==> config.mk <==
export PLATFORM = sky130hd
export DESIGN_NAME = video_register_file_irq
export DESIGN_NICKNAME = d
export VERILOG_FILES = /design/src/rtl/vrfi_pkg.sv /design/src/rtl/video_register_file_irq.sv
export SDC_FILE = /design/constraint.sdc
export NUM_CORES = 1
export LEC_CHECK = 0
export ABC_AREA = 0
export BUFFER_PORTS_ARGS = -buffer_cell sky130_fd_sc_hd__buf_2
export CORE_AREA = 10 10 231 233
export CTS_CLUSTER_DIAMETER = 40
export DETAILED_ROUTE_END_ITERATION = 10
export DIE_AREA = 0 0 241 243
export GPL_TIMING_DRIVEN = 0
export PLACE_DENSITY = 0.84
export SYNTH_ARGS = -nofsm -noshare
export SYNTH_HDL_FRONTEND = slang
export SYNTH_SLANG_ARGS = --single-unit
==> constraint.sdc <==
create_clock -name clock -period 7.2 [get_ports clock]
set_input_delay 0 -clock clock [delete_from_list [all_inputs] [get_ports clock]]
set_output_delay 0 -clock clock [all_outputs]
set_load 0.01 [all_outputs]
==> src/rtl/vrfi_pkg.sv <==
// Shared types and register constants of the video register file and interrupt unit.
package vrfi_pkg;

   // Item kinds
   typedef enum logic [1:0] {
      OP_READ  = 2'd0,
      OP_WRITE = 2'd1,
      OP_LINE  = 2'd2,
      OP_HIT   = 2'd3
   } op_type;

   // Register indexes
   localparam logic [5:0] REG_CTRL1       = 6'h11;
   localparam logic [5:0] REG_RASTER      = 6'h12;
   localparam logic [5:0] REG_CTRL2       = 6'h16;
   localparam logic [5:0] REG_MEM_PTR     = 6'h18;
   localparam logic [5:0] REG_IRQ_FLAG    = 6'h19;
   localparam logic [5:0] REG_IRQ_MASK    = 6'h1A;
   localparam logic [5:0] REG_SP_SP_HIT   = 6'h1E;
   localparam logic [5:0] REG_SP_BG_HIT   = 6'h1F;
   localparam logic [5:0] REG_BORDER      = 6'h20;
   localparam logic [5:0] REG_BG_COLOR0   = 6'h21;
   localparam logic [5:0] REG_UNUSED_LOW  = 6'h2F;

   // Reset contents of the color registers
   localparam logic [7:0] BORDER_RESET    = 8'd14;
   localparam logic [7:0] BG_COLOR0_RESET = 8'd6;

   // Interrupt sources and flag bits
   localparam logic [7:0] SRC_RASTER  = 8'h01;
   localparam logic [7:0] SRC_BG_HIT  = 8'h02;
   localparam logic [7:0] SRC_SP_HIT  = 8'h04;
   localparam logic [7:0] IRQ_ANY     = 8'h80;
   localparam logic [7:0] FLAG_FILL   = 8'h70;
   localparam logic [7:0] NIBBLE_FILL = 8'hF0;
   localparam logic [7:0] CTRL2_FILL  = 8'hC0;
   localparam logic [7:0] MEMPTR_FILL = 8'h01;
   localparam logic [7:0] OPEN_BUS    = 8'hFF;

   // Character ROM windows
   localparam logic [15:0] CHAR_ROM_LO = 16'hD000;
   localparam logic [15:0] CHAR_ROM_HI = 16'hD800;

endpackage

==> src/rtl/video_register_file_irq.sv <==
// Register file, raster compare and interrupt logic of a raster video chip.
// Path: each item passes the input stage, then the result register; either can stall.
// One item per cycle unless rsp_ready stalls; memory read at transfer plus one write port.
// Reset: synchronous; register contents are zero with 20h = 14 and 21h = 6 through
// per-entry valid bits, raster line, bank select and interrupt state cleared; no clearing pass.
module video_register_file_irq
   import vrfi_pkg::*;
(
   input  logic        clock,
   input  logic        reset,
   input  logic        csr_wr_en,
   input  logic [1:0]  csr_wr_data,
   input  logic        req_valid,
   output logic        req_ready,
   input  logic [1:0]  req_opcode,
   input  logic [5:0]  req_reg_addr,
   input  logic [7:0]  req_write_data,
   input  logic [8:0]  req_raster_line,
   input  logic [7:0]  req_sprite_sprite_hits,
   input  logic [7:0]  req_sprite_background_hits,
   output logic        rsp_valid,
   input  logic        rsp_ready,
   output logic [7:0]  rsp_read_data,
   output logic        rsp_irq_out,
   output logic [15:0] rsp_matrix_addr,
   output logic [15:0] rsp_charset_addr,
   output logic        rsp_charset_in_rom
);

   // Plain registers live in memory; the ones with side effects live in flops
   logic [7:0]  gen_mem [64];
   logic [63:0] mem_vld_ff;

   logic        req_xfer;
   logic        s1_go;
   logic        mem_we;
   logic [7:0]  mem_wdata;
   logic        byp;

   logic        s1_valid_ff;
   op_type      s1_op_ff;
   logic [5:0]  s1_addr_ff;
   logic [7:0]  s1_wdata_ff;
   logic [8:0]  s1_line_ff;
   logic [7:0]  s1_ss_ff;
   logic [7:0]  s1_sb_ff;
   logic [7:0]  s1_mem_ff;
   logic        s1_memok_ff;
   logic        s1_byp_ff;
   logic [7:0]  s1_byp_data_ff;

   logic [7:0]  reg11_ff, reg11_in;
   logic [7:0]  reg12_ff, reg12_in;
   logic [7:0]  reg18_ff, reg18_in;
   logic [7:0]  reg19_ff, reg19_in;
   logic [7:0]  reg1a_ff, reg1a_in;
   logic [7:0]  reg1e_ff, reg1e_in;
   logic [7:0]  reg1f_ff, reg1f_in;
   logic [8:0]  line_ff, line_in;
   logic [1:0]  bank_ff;

   logic [7:0]  rd_in;
   logic [15:0] caddr_in;
   logic        rom_in;

   logic        rsp_valid_ff;
   logic [7:0]  rsp_rd_ff;
   logic        rsp_irq_ff;
   logic [15:0] rsp_maddr_ff;
   logic [15:0] rsp_caddr_ff;
   logic        rsp_rom_ff;

   // Handshake: the input stage moves on whenever the result register is free
   assign s1_go     = s1_valid_ff && (!rsp_valid_ff || rsp_ready);
   assign req_ready = !s1_valid_ff || s1_go;
   assign req_xfer  = req_valid && req_ready;

   // Plain register writes go to memory
   assign mem_we = s1_go && (s1_op_ff == OP_WRITE) &&
                   (s1_addr_ff != REG_CTRL1)     && (s1_addr_ff != REG_RASTER)   &&
                   (s1_addr_ff != REG_MEM_PTR)   && (s1_addr_ff != REG_IRQ_FLAG) &&
                   (s1_addr_ff != REG_IRQ_MASK)  && (s1_addr_ff != REG_SP_SP_HIT) &&
                   (s1_addr_ff != REG_SP_BG_HIT);
   assign mem_wdata = (s1_addr_ff == REG_CTRL2) ? (s1_wdata_ff | CTRL2_FILL) : s1_wdata_ff;
   assign byp       = mem_we && (s1_addr_ff == req_reg_addr);

   // Bank select
   always_ff @(posedge clock) begin
      if (reset) begin
         bank_ff <= 2'd0;
      end else if (csr_wr_en) begin
         bank_ff <= csr_wr_data;
      end
   end

   // Memory write port and valid bits
   always_ff @(posedge clock) begin
      if (mem_we) begin
         gen_mem[s1_addr_ff] <= mem_wdata;
      end
   end

   always_ff @(posedge clock) begin
      if (reset) begin
         mem_vld_ff <= '0;
      end else if (mem_we) begin
         mem_vld_ff[s1_addr_ff] <= 1'b1;
      end
   end

   // Memory read port, registered at transfer
   always_ff @(posedge clock) begin
      if (req_xfer) begin
         s1_mem_ff <= gen_mem[req_reg_addr];
      end
   end

   // Input stage
   always_ff @(posedge clock) begin
      if (reset) begin
         s1_valid_ff <= 1'b0;
      end else if (req_xfer) begin
         s1_valid_ff <= 1'b1;
      end else if (s1_go) begin
         s1_valid_ff <= 1'b0;
      end
   end

   always_ff @(posedge clock) begin
      if (req_xfer) begin
         s1_op_ff       <= op_type'(req_opcode);
         s1_addr_ff     <= req_reg_addr;
         s1_wdata_ff    <= req_write_data;
         s1_line_ff     <= req_raster_line;
         s1_ss_ff       <= req_sprite_sprite_hits;
         s1_sb_ff       <= req_sprite_background_hits;
         s1_memok_ff    <= mem_vld_ff[req_reg_addr];
         s1_byp_ff      <= byp;
         s1_byp_data_ff <= mem_wdata;
      end
   end

   // Execute one item against the register state
   always_comb begin
      logic [7:0] gen_val;
      logic [7:0] src;
      logic [7:0] flag_tmp;

      reg11_in = reg11_ff;
      reg12_in = reg12_ff;
      reg18_in = reg18_ff;
      reg19_in = reg19_ff;
      reg1a_in = reg1a_ff;
      reg1e_in = reg1e_ff;
      reg1f_in = reg1f_ff;
      line_in  = line_ff;
      rd_in    = 8'h00;
      src      = 8'h00;
      flag_tmp = 8'h00;

      // Unwritten entries read their reset contents
      if (s1_byp_ff) begin
         gen_val = s1_byp_data_ff;
      end else if (s1_memok_ff) begin
         gen_val = s1_mem_ff;
      end else if (s1_addr_ff == REG_BORDER) begin
         gen_val = BORDER_RESET;
      end else if (s1_addr_ff == REG_BG_COLOR0) begin
         gen_val = BG_COLOR0_RESET;
      end else begin
         gen_val = 8'h00;
      end

      case (s1_op_ff)
         OP_READ: begin
            unique case (s1_addr_ff)
               REG_CTRL1:     rd_in = {line_ff[8], reg11_ff[6:0]};
               REG_RASTER:    rd_in = line_ff[7:0];
               REG_MEM_PTR:   rd_in = reg18_ff;
               REG_IRQ_FLAG:  rd_in = reg19_ff | FLAG_FILL;
               REG_IRQ_MASK:  rd_in = reg1a_ff | NIBBLE_FILL;
               REG_SP_SP_HIT: begin
                  rd_in    = reg1e_ff;
                  reg1e_in = 8'h00;
               end
               REG_SP_BG_HIT: begin
                  rd_in    = reg1f_ff;
                  reg1f_in = 8'h00;
               end
               default: begin
                  if (s1_addr_ff >= REG_UNUSED_LOW) begin
                     rd_in = OPEN_BUS;
                  end else if (s1_addr_ff >= REG_BORDER) begin
                     rd_in = gen_val | NIBBLE_FILL;
                  end else begin
                     rd_in = gen_val;
                  end
               end
            endcase
         end
         OP_WRITE: begin
            unique case (s1_addr_ff)
               REG_CTRL1: begin
                  reg11_in = s1_wdata_ff;
                  if ((reg11_ff[7] != s1_wdata_ff[7]) &&
                      (line_ff == {s1_wdata_ff[7], reg12_ff})) begin
                     src = SRC_RASTER;
                  end
               end
               REG_RASTER: begin
                  reg12_in = s1_wdata_ff;
                  if ((reg12_ff != s1_wdata_ff) &&
                      (line_ff == {reg11_ff[7], s1_wdata_ff})) begin
                     src = SRC_RASTER;
                  end
               end
               REG_MEM_PTR: reg18_in = s1_wdata_ff | MEMPTR_FILL;
               REG_IRQ_FLAG: begin
                  // Acknowledge flags written as one, then recompute the summary bit
                  flag_tmp = reg19_ff & {4'h0, ~s1_wdata_ff[3:0]};
                  reg19_in = ((flag_tmp & reg1a_ff) != 8'h00) ? (flag_tmp | IRQ_ANY)
                                                               : flag_tmp;
               end
               REG_IRQ_MASK: begin
                  reg1a_in = {4'h0, s1_wdata_ff[3:0]};
                  reg19_in = {(reg19_ff[3:0] & s1_wdata_ff[3:0]) != 4'h0, reg19_ff[6:0]};
               end
               default: begin
               end
            endcase
         end
         OP_LINE: begin
            line_in = s1_line_ff;
            if (s1_line_ff == {reg11_ff[7], reg12_ff}) begin
               src = SRC_RASTER;
            end
         end
         default: begin
            reg1e_in = reg1e_ff | s1_ss_ff;
            reg1f_in = reg1f_ff | s1_sb_ff;
            src = ((s1_ss_ff != 8'h00) ? SRC_SP_HIT : 8'h00) |
                  ((s1_sb_ff != 8'h00) ? SRC_BG_HIT : 8'h00);
         end
      endcase

      // Raise interrupt sources
      if ((reg1a_in & src) != 8'h00) begin
         reg19_in = reg19_in | src | IRQ_ANY;
      end else begin
         reg19_in = reg19_in | src;
      end
   end

   // Decode the charset address, with the ROM window in banks 0 and 2
   always_comb begin
      caddr_in = {bank_ff, reg18_in[3:1], 11'h000};
      rom_in   = 1'b0;
      if (!bank_ff[0]) begin
         if (reg18_in[3:1] == 3'b010) begin
            caddr_in = CHAR_ROM_LO;
            rom_in   = 1'b1;
         end else if (reg18_in[3:1] == 3'b011) begin
            caddr_in = CHAR_ROM_HI;
            rom_in   = 1'b1;
         end
      end
   end

   // Commit register state
   always_ff @(posedge clock) begin
      if (reset) begin
         reg11_ff <= 8'h00;
         reg12_ff <= 8'h00;
         reg18_ff <= 8'h00;
         reg19_ff <= 8'h00;
         reg1a_ff <= 8'h00;
         reg1e_ff <= 8'h00;
         reg1f_ff <= 8'h00;
         line_ff  <= 9'h000;
      end else if (s1_go) begin
         reg11_ff <= reg11_in;
         reg12_ff <= reg12_in;
         reg18_ff <= reg18_in;
         reg19_ff <= reg19_in;
         reg1a_ff <= reg1a_in;
         reg1e_ff <= reg1e_in;
         reg1f_ff <= reg1f_in;
         line_ff  <= line_in;
      end
   end

   // Result register
   always_ff @(posedge clock) begin
      if (reset) begin
         rsp_valid_ff <= 1'b0;
      end else if (s1_go) begin
         rsp_valid_ff <= 1'b1;
      end else if (rsp_ready) begin
         rsp_valid_ff <= 1'b0;
      end
   end

   always_ff @(posedge clock) begin
      if (s1_go) begin
         rsp_rd_ff    <= rd_in;
         rsp_irq_ff   <= reg19_in[7];
         rsp_maddr_ff <= {bank_ff, reg18_in[7:4], 10'h000};
         rsp_caddr_ff <= caddr_in;
         rsp_rom_ff   <= rom_in;
      end
   end

   assign rsp_valid          = rsp_valid_ff;
   assign rsp_read_data      = rsp_rd_ff;
   assign rsp_irq_out        = rsp_irq_ff;
   assign rsp_matrix_addr    = rsp_maddr_ff;
   assign rsp_charset_addr   = rsp_caddr_ff;
   assign rsp_charset_in_rom = rsp_rom_ff;

   // Interrupt line in a loaded result matches the committed flag register
   a_irq_follows_flag: assert property (@(posedge clock) disable iff (reset)
      s1_go |=> (rsp_irq_out == reg19_ff[7]))
      else $error("irq output does not follow flag register bit 7");

   // Unused flag and mask bits never set
   a_flag_mask_clean: assert property (@(posedge clock) disable iff (reset)
      (reg19_ff[6:4] == 3'b000) && (reg1a_ff[7:4] == 4'h0))
      else $error("unused interrupt flag or mask bits set");

   // ROM charset only ever maps to the ROM windows
   a_rom_window: assert property (@(posedge clock) disable iff (reset)
      (rsp_valid && rsp_charset_in_rom) |->
         ((rsp_charset_addr == CHAR_ROM_LO) || (rsp_charset_addr == CHAR_ROM_HI)))
      else $error("charset in ROM outside the ROM window");

   // A stalled input stage keeps its item
   a_stage_hold: assert property (@(posedge clock) disable iff (reset)
      (s1_valid_ff && !s1_go) |=> (s1_valid_ff && $stable(s1_addr_ff)))
      else $error("input stage lost a stalled item");

endmodule
# Word-level counts from Yosys, hierarchy flattened
# Memories as Yosys holds them, arrays and structs flattened. A register that Yosys moved wholly into a read port is not among the register bits.
# Cells that the tools add are included.
# W data, S select, Z words.
# totals
register_bits,216
latch_bits,0
ram_bits,512
rom_bits,0
in_bits,48
out_inout_bits,44
word_cells,150
n_memories,1
# memory_table
name,words,width,read_ports,rd_ports_with_merged_regs,wr,line,text
gen_mem,64,8,1,1,1,video_register_file_irq.sv:31,logic [7:0] gen_mem [64];
# classes
n_addsub,0
mul,0
div,0
magnitude_cmp,5
eq_ne,29
shift,0
muxes,42
n_bitwise,11
n_reduce_logical,34
# op_table
op,n
$mux W8,14
$or A64 B64 Y64,1
$pmux W8 S7,1
$eq A6 B5 Y1 const B,8
$mux W16,3
$pmux W8 S2,3
$ne A6 B5 Y1 const B,7
$reduce_bool A8 Y1,4
$eq A9 B9 Y1,3
$or A8 B8 Y8,3
$and A8 B8 Y8,2
$reduce_and A3 Y1,5
$logic_and A1 B1 Y1,14
$lt A6 B7 Y1 const B,2
$mux W1,13
$eq A6 B6 Y1 const B,2
$ge A6 B6 Y1 const B,2
$pmux W3 S3,1
$and A8 B4 Y8,1
$ne A8 B8 Y1,1
$bmux W1 S6,1
$demux W1 S6,1
$eq A3 B2 Y1 const B,2
$eq A6 B6 Y1,1
other kinds (20),26

# Depth between registers and ports, before layout
# logic_depth
depth_word,13
ltp_mapped,8
mapped_depth_nobuf,8

# Worst setup path after synthesis
# No wires, ideal clock.
# synth_path
path_type,reg-to-reg
from,reg s1_wdata_ff[0]
to,reg reg19_ff[7]
setup_time_ns,0.082
arrival_time_ns,2.522
t_required_ns,7.118
slack_ns,4.597
path_stages_with_launch,8
n_path_buf,1
synth_period_minus_slack_ns,2.603
path_cell_list,edfxtp_1 > clkbuf_1 > xor2_1 > nor4_1 > nand4_1 > o221a_2 > or3_1 > a31oi_1
# synth_between
elab_chain_len,9
elab_cells_between_ends,21
cone_classes,eq/ne: 2; mux: 9; bitwise: 6; reduce/logical: 4
# synth_lines
item,line,text
"start, declared",video_register_file_irq.sv:43,logic [7:0] s1_wdata_ff;
"start signal, assigned",video_register_file_irq.sv:133,s1_wdata_ff <= req_write_data;
branches (longest 8 deep; another with $eq A9 B9 Y1),-,
$mux W8 (*),video_register_file_irq.sv:247,if ((reg1a_in & src) != 8'h00) begin
"end signal, assigned",video_register_file_irq.sv:284,reg19_ff <= reg19_in;
"end, declared",video_register_file_irq.sv:55,"logic [7:0] reg19_ff, reg19_in;"
# Mark *: on every way between the ends.
# A chain may end at the register's enable or synchronous reset.

# Final worst setup path
# layout_path
from,reg s1_op_ff[1]
to,mem gen_mem[39][6] (enable)
# layout_between
elab_chain_len,11
# layout_lines
item,line,text
"start, declared",video_register_file_irq.sv:41,op_type s1_op_ff;
"start signal, assigned",video_register_file_irq.sv:131,s1_op_ff <= op_type'(req_opcode);
$eq A2 B1 Y1,video_register_file_irq.sv:79,assign mem_we = s1_go && (s1_op_ff == OP_WRITE) &&
$logic_and A1 B1 Y1 (2 in series),video_register_file_irq.sv:79,
$logic_and A1 B1 Y1 (2 in series),video_register_file_irq.sv:80,(s1_addr_ff != REG_CTRL1) && (s1_addr_ff != REG_RASTER) &&
$logic_and A1 B1 Y1 (2 in series),video_register_file_irq.sv:81,(s1_addr_ff != REG_MEM_PTR) && (s1_addr_ff != REG_IRQ_FLAG) &&
$logic_and A1 B1 Y1 (2 in series),video_register_file_irq.sv:82,(s1_addr_ff != REG_IRQ_MASK) && (s1_addr_ff != REG_SP_SP_HIT) &&
$mux W1,video_register_file_irq.sv:98,if (mem_we) begin
$mux W1 (implied by the code),video_register_file_irq.sv:99,gen_mem[s1_addr_ff] <= mem_wdata;
"end, declared",video_register_file_irq.sv:31,
# No other way between the ends.

==> reports/metrics.yaml <==
first_iter_violations: 2552
yosysUniqueCellTypes: 67
synth_top_area_share_pct: 62.7
design_area_um2: 33700
synth.cell_area_um2: 28300
cts_buffers: 85
p_sw_mw: 2.16
yosys.area.top_type: "edfxtp_1"
drt-met1-wl_mm: 25.7
grt_usage_pct: 26.1
final_common_cell: "edfxtp_1"
wirelength_mm: 75.7
h-tree-depth: 3
drc: 0
insertion_delay_ns: 0.65
dpl_cell_area_um2: 30200
wl_per_cell_um: 29.2
setup-violations-final: 0
cts_tree: "yes"
clk_pin_slew_ns: 0.06
area_growth_pct: 18.9
hold_slack_ns: 0.0664
comb_power_share_pct: 5.4
grt_max_degree: 36
cts_resized: 0
fmax_mhz: 271
cap_viol_max_count: 0
cts_num_sinks: 718
path_max_fanout: 9
vdd_drop_max_uv: 176
antenna_found_initial: 0
setup.worst_path.start_class: "flip-flop"
gp_congestion: 1.01
die_w_um: 241
pwr-share-seq_pct: 47.5
dp.cells: 2385
grt_pass1_wl_mm: 113
p_int_mw: 7.51
ys_seq_area_share_pct: 71.6
cts_setup_buffers: 0
final_cell_mix: "edfxtp_1, nor2_1, mux4_2, dfxtp_1, buf_2"
slew_violations: 0
syn_area_per_cell_um2: 17.7
synth_async_sr_flop_share_pct: 0
switching_share_pct: 22.4
arrival_ns: 3.94
power_density_nw_per_um2: 287
num_vias: 16876
cts_hold_buf: 49
fin_cells: 2595
finalPower_mw: 9.67
wl_met2_mm: 36.5
core_um2: 48600
period_needed_ns: 3.69
die_h_um: 243
viasPerCell: 6.50
die-area_um2: 58600
cts_root_buffer: "clkbuf_16"
rows: 81
worst_pin_slew_ns: 1.12
holdCritPathClass: "in2reg"
ys_warn_count: 0
highest_layer: "met5"
hpwlAfterDp_mm: 45.9
tns_ns: 0
crit_type: "reg2reg"
grt_pass1_vias: 17237
outcome: "finished clean"
postRouteAntennaNets: 0
end_kind: "flip-flop"
io_pins: 92
first_pass_iters: 6
gr-total-overflow: 0
leakagePower_nw: 11.5
clockBufferDepth: 3
synthFlopType: "edfxtp_1"
drive_gt1_share_pct: 25.3
synth_area_leaders: "edfxtp_1, mux4_2, dfxtp_1"
n_fill_cell: 2862
initial_core_util_pct: 58.3
ys_seq_elements: 718
relSlewSlack_pct: 25.4
clockPowerShare_pct: 47.1
fin_nets: 1951
synthCells: 1602
wl_met3_mm: 8.70
skew_ns: 0.0330
required_ns: 7.45
synth_edf_count: 592
portBuffers: 70
period_share_pct: 51.3
hold_viol_final: 0
rsz0062_at_grt: "no"
-- per-layer routing --
layer,vias up,GRT usage [%]
li1,6832,-
met1,8390,31.9
met2,1317,41.5
met3,335,6.91
met4,2,14.7
met5,-,0.433
-- synth_stat cells (13+ instances only) --
| cell type | number |
|---|---|
| a22oi_1 | 42 |
| edfxtp_1 | 592 |
| clkbuf_1 | 53 |
| buf_2 | 21 |
| mux4_2 | 180 |
| nor2b_1 | 16 |
| xnor2_1 | 13 |
| xor2_1 | 27 |
| nand2_1 | 47 |
| nor2_1 | 221 |
| nand3_1 | 24 |
| dfxtp_1 | 126 |
| mux2i_1 | 27 |
| a21oi_1 | 41 |
| buf_4 | 23 |
-- power groups by stage --
stage	Combinational (mW)	Sequential [mW]	Clock [mW]
global route	0.543	4.60	4.75
finish	0.522	4.60	4.55
global placement	0.401	4.71	0
CTS	0.504	4.59	4.56
detailed placement	0.471	4.68	0
floorplan	0.273	4.68	0
-- layout make-up --
class	count	area, µm²	area share (%)
Sequential cell	718	20300	60.2
Multi-Input combinational cell	845	7760	23.0
Clock buffer	107	2320	6.89
Timing Repair Buffer	134	1240	3.68
Tap cell	622	778	2.31
Clock inverter	53	698	2.07
Buffer	109	577	1.71
Inverter	6	22.5	0.0668
Antenna cell	1	2.50	0.00743
-- critical path, stage by stage (launching register included) --
cell,delay [ns]
edfxtp_1,0.43
inv_1,0.11
ha_1,0.37
nand3_1,0.46
or4b_2,0.76
clkbuf_1,0.25
nor2_1,0.90
-- final timing paths --
check	from	endpoint	slack (ns)	depth (start not counted)
setup / recovery	s1_op_ff[1]$_DFFE_PP_	gen_mem[39][6]$_DFFE_PP_	3.51	6
hold / removal	req_write_data[7]	s1_wdata_ff[7]$_DFFE_PP_	0.07	2
setup reg to reg	s1_op_ff[1]$_DFFE_PP_	gen_mem[39][6]$_DFFE_PP_	3.51	6
hold reg to reg	mem_vld_ff[31]$_SDFFE_PP0P_	mem_vld_ff[31]$_SDFFE_PP0P_	0.47	1
-- metrics by stage --
stage	utilization (%)	setup WS (ns)
6_report	69.3	3.51
5_1_grt	69.3	3.39
3_5_place_dp	62.0	3.65
2_1_floorplan	-	4.60
3_3_place_gp	61.2	3.61
4_1_cts	69.2	3.57
-- flip-flops by register name, indices dropped and copies added (netlist names), 5 cells and up --
signal / cells
s1_sb_ff: 8
reg18_ff: 8
rsp_read_data: 8
reg12_ff: 8
rsp_matrix_addr: 6
reg1e_ff: 8
reg1f_ff: 8
s1_line_ff: 9
s1_mem_ff: 8
line_ff: 9
s1_wdata_ff: 8
gen_mem: 512
reg19_ff: 5
s1_addr_ff: 6
mem_vld_ff: 64
reg11_ff: 8
s1_byp_data_ff: 8
s1_ss_ff: 8
rsp_charset_addr: 5
-- kinds of logic (layout without fill, tap and decap cells) --
kind of cell / after synthesis / after routing / synth area share [%]
adder cells (fa/ha/maj): 4 / 4 / 0.177
buffers and inverters: 115 / 409 / 2.11
other: 1 / 78 / 0.0132
XOR/XNOR: 40 / 40 / 1.24
AO/OA/AOI/OAI: 123 / 123 / 2.94
multiplexers: 216 / 216 / 15.6
flip-flops: 718 / 718 / 71.6
AND/OR/NAND/NOR: 385 / 385 / 6.31
(Power assumes the default switching activity.)
